$ cat src/hdl/udrb_pkg.sv
`timescale 1ns / 1ps
// ----------------------------------------------------------------------------
// udrb_pkg
// types and constants shared by the dual ring buffer and its checker
// ----------------------------------------------------------------------------
package udrb_pkg;

	// default ring depths
	localparam int TX_DEPTH_DEF = 64;
	localparam int RX_DEPTH_DEF = 64;

	// field widths
	localparam int CMD_W   = 3;
	localparam int DATA_W  = 8;
	localparam int COUNT_W = 6;

	// command codes
	typedef enum logic [CMD_W-1:0] {
		CMD_HOST_WR  = 3'd0,
		CMD_HOST_RD  = 3'd1,
		CMD_LINE_RX  = 3'd2,
		CMD_TX_READY = 3'd3,
		CMD_CLEAR    = 3'd4
	} cmd_t;

endpackage

$ cat src/hdl/uart_dual_ring_buffer.sv
`timescale 1ns / 1ps
// ----------------------------------------------------------------------------
// uart_dual_ring_buffer
// transmit and receive byte rings for a uart, one command per transaction
// ----------------------------------------------------------------------------
//
// channel   handshake            payload
// -------   ------------------   -------------------------------------------
// command   start, busy          cmd, data_in
// result    done (strobe)        byte_out, byte_valid, accepted, rx_count,
//                                rx_front, rx_empty, tx_irq_enable
//
// one command is taken in every cycle; busy stays low.
// each result shows on the result ports in the cycle after its command,
// for exactly one cycle, marked by done; the receiver cannot stall.
// pointers and the irq enable update at the command edge; the store reads
// (pop and front peek) are registered into the result cycle.
// arst_n clears the ring pointers, the irq enable and the result strobe;
// the byte stores are not cleared.
// ----------------------------------------------------------------------------
module uart_dual_ring_buffer #(
	parameter int TX_DEPTH = udrb_pkg::TX_DEPTH_DEF,
	parameter int RX_DEPTH = udrb_pkg::RX_DEPTH_DEF
) (
	input  logic                         clk,
	input  logic                         arst_n,
	input  logic                         start,
	output logic                         busy,
	input  logic [udrb_pkg::CMD_W-1:0]   cmd,
	input  logic [udrb_pkg::DATA_W-1:0]  data_in,
	output logic                         done,
	output logic [udrb_pkg::DATA_W-1:0]  byte_out,
	output logic                         byte_valid,
	output logic                         accepted,
	output logic [udrb_pkg::COUNT_W-1:0] rx_count,
	output logic [udrb_pkg::DATA_W-1:0]  rx_front,
	output logic                         rx_empty,
	output logic                         tx_irq_enable
);

	localparam int TX_AW = $clog2(TX_DEPTH);
	localparam int RX_AW = $clog2(RX_DEPTH);
	localparam int CNT_W = (RX_AW + 1 > udrb_pkg::COUNT_W) ? RX_AW + 1 : udrb_pkg::COUNT_W;

	// stores
	logic [udrb_pkg::DATA_W-1:0] tx_mem [TX_DEPTH];
	logic [udrb_pkg::DATA_W-1:0] rx_mem [RX_DEPTH];

	// pointer and enable state
	logic [TX_AW-1:0] tx_wr_q, tx_rd_q, tx_wr_d, tx_rd_d, tx_wr_nxt, tx_rd_nxt;
	logic [RX_AW-1:0] rx_wr_q, rx_rd_q, rx_wr_d, rx_rd_d, rx_wr_nxt, rx_rd_nxt;
	logic             irq_q, irq_d;

	// per-command control
	udrb_pkg::cmd_t cmd_c;
	logic           accept;
	logic           tx_we, rx_we, pop_tx, pop_rx, acc_c, bypass_c;

	// result registers
	logic                        done_q, valid_q, acc_q, pop_tx_q, bypass_q;
	logic [udrb_pkg::DATA_W-1:0] tx_pop_q, rx_pop_q, rx_peek_q, data_q;
	logic [CNT_W-1:0]            rx_diff;

	assign busy   = 1'b0;
	assign accept = start & ~busy;
	assign cmd_c  = udrb_pkg::cmd_t'(cmd);

	// ring pointer advance with wrap at depth
	assign tx_wr_nxt = (tx_wr_q == TX_AW'(TX_DEPTH - 1)) ? '0 : tx_wr_q + 1'b1;
	assign tx_rd_nxt = (tx_rd_q == TX_AW'(TX_DEPTH - 1)) ? '0 : tx_rd_q + 1'b1;
	assign rx_wr_nxt = (rx_wr_q == RX_AW'(RX_DEPTH - 1)) ? '0 : rx_wr_q + 1'b1;
	assign rx_rd_nxt = (rx_rd_q == RX_AW'(RX_DEPTH - 1)) ? '0 : rx_rd_q + 1'b1;

	// command decode and next state
	always_comb begin
		tx_wr_d  = tx_wr_q;
		tx_rd_d  = tx_rd_q;
		rx_wr_d  = rx_wr_q;
		rx_rd_d  = rx_rd_q;
		irq_d    = irq_q;
		tx_we    = 1'b0;
		rx_we    = 1'b0;
		pop_tx   = 1'b0;
		pop_rx   = 1'b0;
		acc_c    = 1'b0;
		if (accept) begin
			unique case (cmd_c)
				udrb_pkg::CMD_HOST_WR: begin
					if (tx_wr_nxt != tx_rd_q) begin
						tx_we   = 1'b1;
						tx_wr_d = tx_wr_nxt;
						irq_d   = 1'b1;
						acc_c   = 1'b1;
					end
				end
				udrb_pkg::CMD_HOST_RD: begin
					if (rx_wr_q != rx_rd_q) begin
						pop_rx  = 1'b1;
						rx_rd_d = rx_rd_nxt;
					end
				end
				udrb_pkg::CMD_LINE_RX: begin
					if (rx_wr_nxt != rx_rd_q) begin
						rx_we   = 1'b1;
						rx_wr_d = rx_wr_nxt;
						acc_c   = 1'b1;
					end
				end
				udrb_pkg::CMD_TX_READY: begin
					if (tx_wr_q == tx_rd_q) begin
						irq_d = 1'b0;
					end else begin
						pop_tx  = 1'b1;
						tx_rd_d = tx_rd_nxt;
					end
				end
				udrb_pkg::CMD_CLEAR: begin
					tx_wr_d = '0;
					tx_rd_d = '0;
					rx_wr_d = '0;
					rx_rd_d = '0;
				end
				default: begin
				end
			endcase
		end
	end

	// a byte landing in an empty receive ring is the new front
	assign bypass_c = rx_we & (rx_wr_q == rx_rd_q);

	// control state
	always_ff @(posedge clk or negedge arst_n) begin
		if (!arst_n) begin
			tx_wr_q  <= '0;
			tx_rd_q  <= '0;
			rx_wr_q  <= '0;
			rx_rd_q  <= '0;
			irq_q    <= 1'b0;
			done_q   <= 1'b0;
			valid_q  <= 1'b0;
			acc_q    <= 1'b0;
			pop_tx_q <= 1'b0;
			bypass_q <= 1'b0;
		end else begin
			tx_wr_q  <= tx_wr_d;
			tx_rd_q  <= tx_rd_d;
			rx_wr_q  <= rx_wr_d;
			rx_rd_q  <= rx_rd_d;
			irq_q    <= irq_d;
			done_q   <= accept;
			valid_q  <= pop_tx | pop_rx;
			acc_q    <= acc_c;
			pop_tx_q <= pop_tx;
			bypass_q <= bypass_c;
		end
	end

	// transmit store: one write, one registered pop read
	always_ff @(posedge clk) begin
		if (tx_we) begin
			tx_mem[tx_wr_q] <= data_in;
		end
		tx_pop_q <= tx_mem[tx_rd_q];
	end

	// receive store: one write, registered pop and front reads
	always_ff @(posedge clk) begin
		if (rx_we) begin
			rx_mem[rx_wr_q] <= data_in;
		end
		rx_pop_q  <= rx_mem[rx_rd_q];
		rx_peek_q <= rx_mem[rx_rd_d];
	end

	// byte held for the front bypass
	always_ff @(posedge clk) begin
		data_q <= data_in;
	end

	// receive fill level from the post-command pointers
	assign rx_diff = CNT_W'(rx_wr_q) - CNT_W'(rx_rd_q)
		+ ((rx_wr_q < rx_rd_q) ? CNT_W'(RX_DEPTH) : '0);

	// result ports
	assign done          = done_q;
	assign byte_valid    = valid_q;
	assign accepted      = acc_q;
	assign byte_out      = valid_q ? (pop_tx_q ? tx_pop_q : rx_pop_q) : '0;
	assign rx_empty      = (rx_wr_q == rx_rd_q);
	assign rx_count      = rx_diff[udrb_pkg::COUNT_W-1:0];
	assign rx_front      = rx_empty ? '0 : (bypass_q ? data_q : rx_peek_q);
	assign tx_irq_enable = irq_q;

endmodule

$ cat config.mk
export PLATFORM = sky130hd
export DESIGN_NAME = uart_dual_ring_buffer
export DESIGN_NICKNAME = d
export VERILOG_FILES = /design/src/hdl/udrb_pkg.sv /design/src/hdl/uart_dual_ring_buffer.sv
export SDC_FILE = /design/constraint.sdc
export NUM_CORES = 1
export LEC_CHECK = 0
export BUFFER_PORTS_ARGS = -buffer_cell sky130_fd_sc_hd__buf_2
export CAP_MARGIN = 20
export CORE_ASPECT_RATIO = 0.8
export CORE_UTILIZATION = 45
export DETAILED_ROUTE_END_ITERATION = 6
export PLACE_DENSITY = 0.64
export SLEW_MARGIN = 20
export SYNTH_ARGS = -nofsm -noshare
export SYNTH_HDL_FRONTEND = slang
export SYNTH_SLANG_ARGS = --single-unit
$ cat constraint.sdc
create_clock -name clk -period 5 [get_ports clk]
set_clock_uncertainty 0.15 [all_clocks]
set_input_delay 0.25 -clock clk [delete_from_list [all_inputs] [get_ports clk]]
set_output_delay 0.25 -clock clk [all_outputs]
set_load 0.01 [all_outputs]
==> flow_summary.yaml <==
outcome:
  status: "finished, violations left"
  violations: "design-rule violations"
sta:
  fin_setup_tns_ns: 0
  whs_ns: 0.003051
  fmax_ghz: 0.2034
  slew_violations: 0
  tightest_slew_ns: 1.144
  final.min_clock_period_ns: 4.915
  final-setup-viol-count: 0
  finalCritPeriodShare: 0.9830
  slew_headroom: 0.2355
  hold_viol: 0
  rsz0062_at_grt: "false"
synthesis:
  post_synth_num_cell_types: 75
  syn_inst: 3147
  ys_warn_count: 0
  synth_top_area_cell: "edfxtp_1"
  async_flop_share: 0.02762
  synth-seq-area-share: 0.6780
  ys_seq_elements: 1086
  synth.area.top_cells: "edfxtp_1 (65%), mux4_2 (8.9%), mux2i_1 (5.0%)"
  synth-adder-area-share: 0.002798
  synth_xor_area_frac: 0.005516
  synthMuxAreaShare: 0.1403
  synth_edf_count: 1024
  synth_top_family_by_area: "multiplexers"
  syn-num-nets: 3171
  synth_top_area_frac: 0.6487
  synth_ff_type: "edfxtp_1"
  yosys.area_share.simple: 0.07546
  synth_compound_area_frac: 0.07718
  synth.avg_cell_area_sq_um: 15.06
  synthesis.area_sq_mm: 0.04740
power:
  power_density_mw_per_mm2: 492.8
  power_leakage_nw: 17.31
  power_mw: 26.33
  peakVddDrop_mv: 0.5931
worst_setup_path:
  cp_top_family: "compound AO/OA/AOI/OAI gates"
  worst_path_largest_cell_delay_ns: 0.86
  required_ns: 5.47
  crit_chain: "inv_1, ha_1, nand3_1, nor3_2, buf_4, o311ai_1, o41a_1, inv_2, nand3_1, a221o_1, o21ai_0, o22ai_1, and3_1"
  crit_type: "flop to flop"
  crit_buf_inv: 3
  start_kind: "flop"
  crit_top_cell: "nand3_1"
  critPathSlowestCell: "o21ai_0"
  end_kind: "flop"
  critPathArrivalTime_ns: 5.39
  crit_fanout: 12
floorplanning:
  dieWidth_um: 364.9
  die_y_um: 292.3
  coreArea_sq_mm: 0.1045
  io_pins: 42
  initial_core_util: 0.4536
  dieArea_sq_mm: 0.1067
  rows: 106
detailed_routing:
  antenna_left: 0
  wl_met3_um: 20270
  viasPerCell: 6.502
  firstDrtPassIters: 7
  top_layer: "met4"
  wl_per_cell_um: 30.93
  dr.first_iter.drc_count: 4678
  vias: 30841
  drc_errors: 9
  wl_met1_um: 61730
  routed_wl_um: 146700
  route.met2.wl_um: 61260
clock_tree:
  cts.sinks: 1086
  cts_setup_buffers: 0
  clk_pin_slew_ns: 0.07
  cts_max_level: 3
  insertion_delay_ns: 0.74
  cts_tree: "done"
  clockBufferDepth: 3
  root_buffer: "clkbuf_16"
  cts_buffers: 106
global_routing:
  grt_pass1_vias: 29409
  grt_max_degree: 140
  track_usage: 0.2744
  overflow: 0
  antenna_found_initial: 5
  grt_first_pass_wirelength_um: 210600
final_layout:
  drive_gt1_frac: 0.1708
  syn2layout_area_growth_pct: 12.72
  layout.nets: 3272
  num-fill-cells: 8662
min_path:
  worst_hold_path_type: "primary input to asynchronous set/reset pin"
placement:
  hpwlAfterDp_um: 95290
  port_buffers: 40
  place.gp.congestion: 1.013
job:
  maxCapViolations: 0
worst paths after layout:
path / from / endpoint / slack, ns / depth (start not counted)
setup / recovery: rx_wr_q[0] / rx_peek_q[5] / 0.08 / 13
hold / removal: arst_n / done / 0.003 / 2
setup reg to reg: rx_wr_q[0] / rx_peek_q[5] / 0.08 / 13
hold reg to reg: rx_wr_q[0] / rx_wr_q[0] / 0.52 / 2
max in group asynchronous: arst_n / tx_rd_q[0] / 4.04 / 2
min in group clk: data_in[2] / tx_mem[48][2] / 0 / 1
placed cells by master (no fill, tap or decap), types with 54 or more instances in the layout:
cell / count
nand2_1: 341
nor2_1: 209
buf_4: 162
clkbuf_16: 106
mux2i_1: 236
a31oi_1: 61
a21oi_1: 106
mux4_2: 188
edfxtp_1: 1024
o221ai_1: 80
nand3_1: 87
o21ai_0: 57
and3_1: 54
o22ai_1: 74
state kept, by name, indices dropped and copies added (netlist names), 8 cells and up:
name / count
rx_mem: 512
tx_mem: 512
data_q: 8
rx_peek_q: 8
rx_pop_q: 8
tx_pop_q: 8
synth_stat cells (all sizes together), types with 13 or more instances:
cell / number
dfxtp: 32
a21oi: 106
o21ai: 62
o221ai: 80
o22ai: 74
buf: 92
clkbuf: 129
nand2: 345
nor2: 211
a211oi: 51
and3: 54
nand3b: 13
mux2i: 236
a31oi: 62
nor3: 52
dfrtp: 30
inv: 22
edfxtp: 1024
mux4: 188
xor2: 14
nand3: 88
xnor2: 15
power by group:
part | total (mW) | leakage (nW) | internal [mW] | switching (mW)
combinational | 7.90 | 5.79 | 2.98 | 4.92
clock | 8.01 | 1.66 | 4.52 | 3.49
sequential | 10.4 | 9.86 | 10.1 | 0.310
total | 26.3 | 17.3 | 17.6 | 8.72
metrics by stage:
stage	worst slack [ns]	util	area [sq um]	instances
6_report	0.08477	0.5113	53430	4743
5_1_grt	0.03428	0.5112	53430	4742
4_1_cts	0.3584	0.5108	53380	4739
3_5_place_dp	0.4102	0.4768	49840	4530
3_3_place_gp	0.4423	0.4768	49830	4530
2_1_floorplan	0.9294	-	47400	3147
cell families (layout without fill, tap and decap cells):
family | after synthesis | count (layout)
AO/OA/AOI/OAI | 533 | 533
multiplexers | 429 | 429
flip-flops | 1086 | 1086
AND/OR/NAND/NOR | 813 | 813
buffers and inverters | 246 | 437
adder cells (fa/ha/maj) | 10 | 10
other | 1 | 2
XOR/XNOR | 29 | 29
layout make-up:
| type | instances | area (sq um) | area share |
|---|---|---|---|
| multi-input cells | 1815 | 14330 | 0.2682 |
| diodes | 1 | 2.502 | 0.00004683 |
| clock buffers | 137 | 2789 | 0.05220 |
| repair buffers | 214 | 1654 | 0.03096 |
| flip-flops and latches | 1086 | 32160 | 0.6018 |
| well taps | 1404 | 1757 | 0.03288 |
| inverters | 25 | 96.34 | 0.001803 |
| clock inverters | 61 | 648.1 | 0.01213 |
timing repair:
item,4_1_cts,5_1_grt
hold buffers,11,2
gates resized for setup,0,2
setup endpoints to repair,0,2
hold endpoints to repair,149,25
layer usage:
metal  vias to the layer above  track usage
met5                         -            0
met4                         0      0.06507
met3                       225      0.09403
met2                      2115       0.3766
met1                     15761       0.4159
li1                      12740            -
Note: power is estimated with default switching activity, not from simulation.
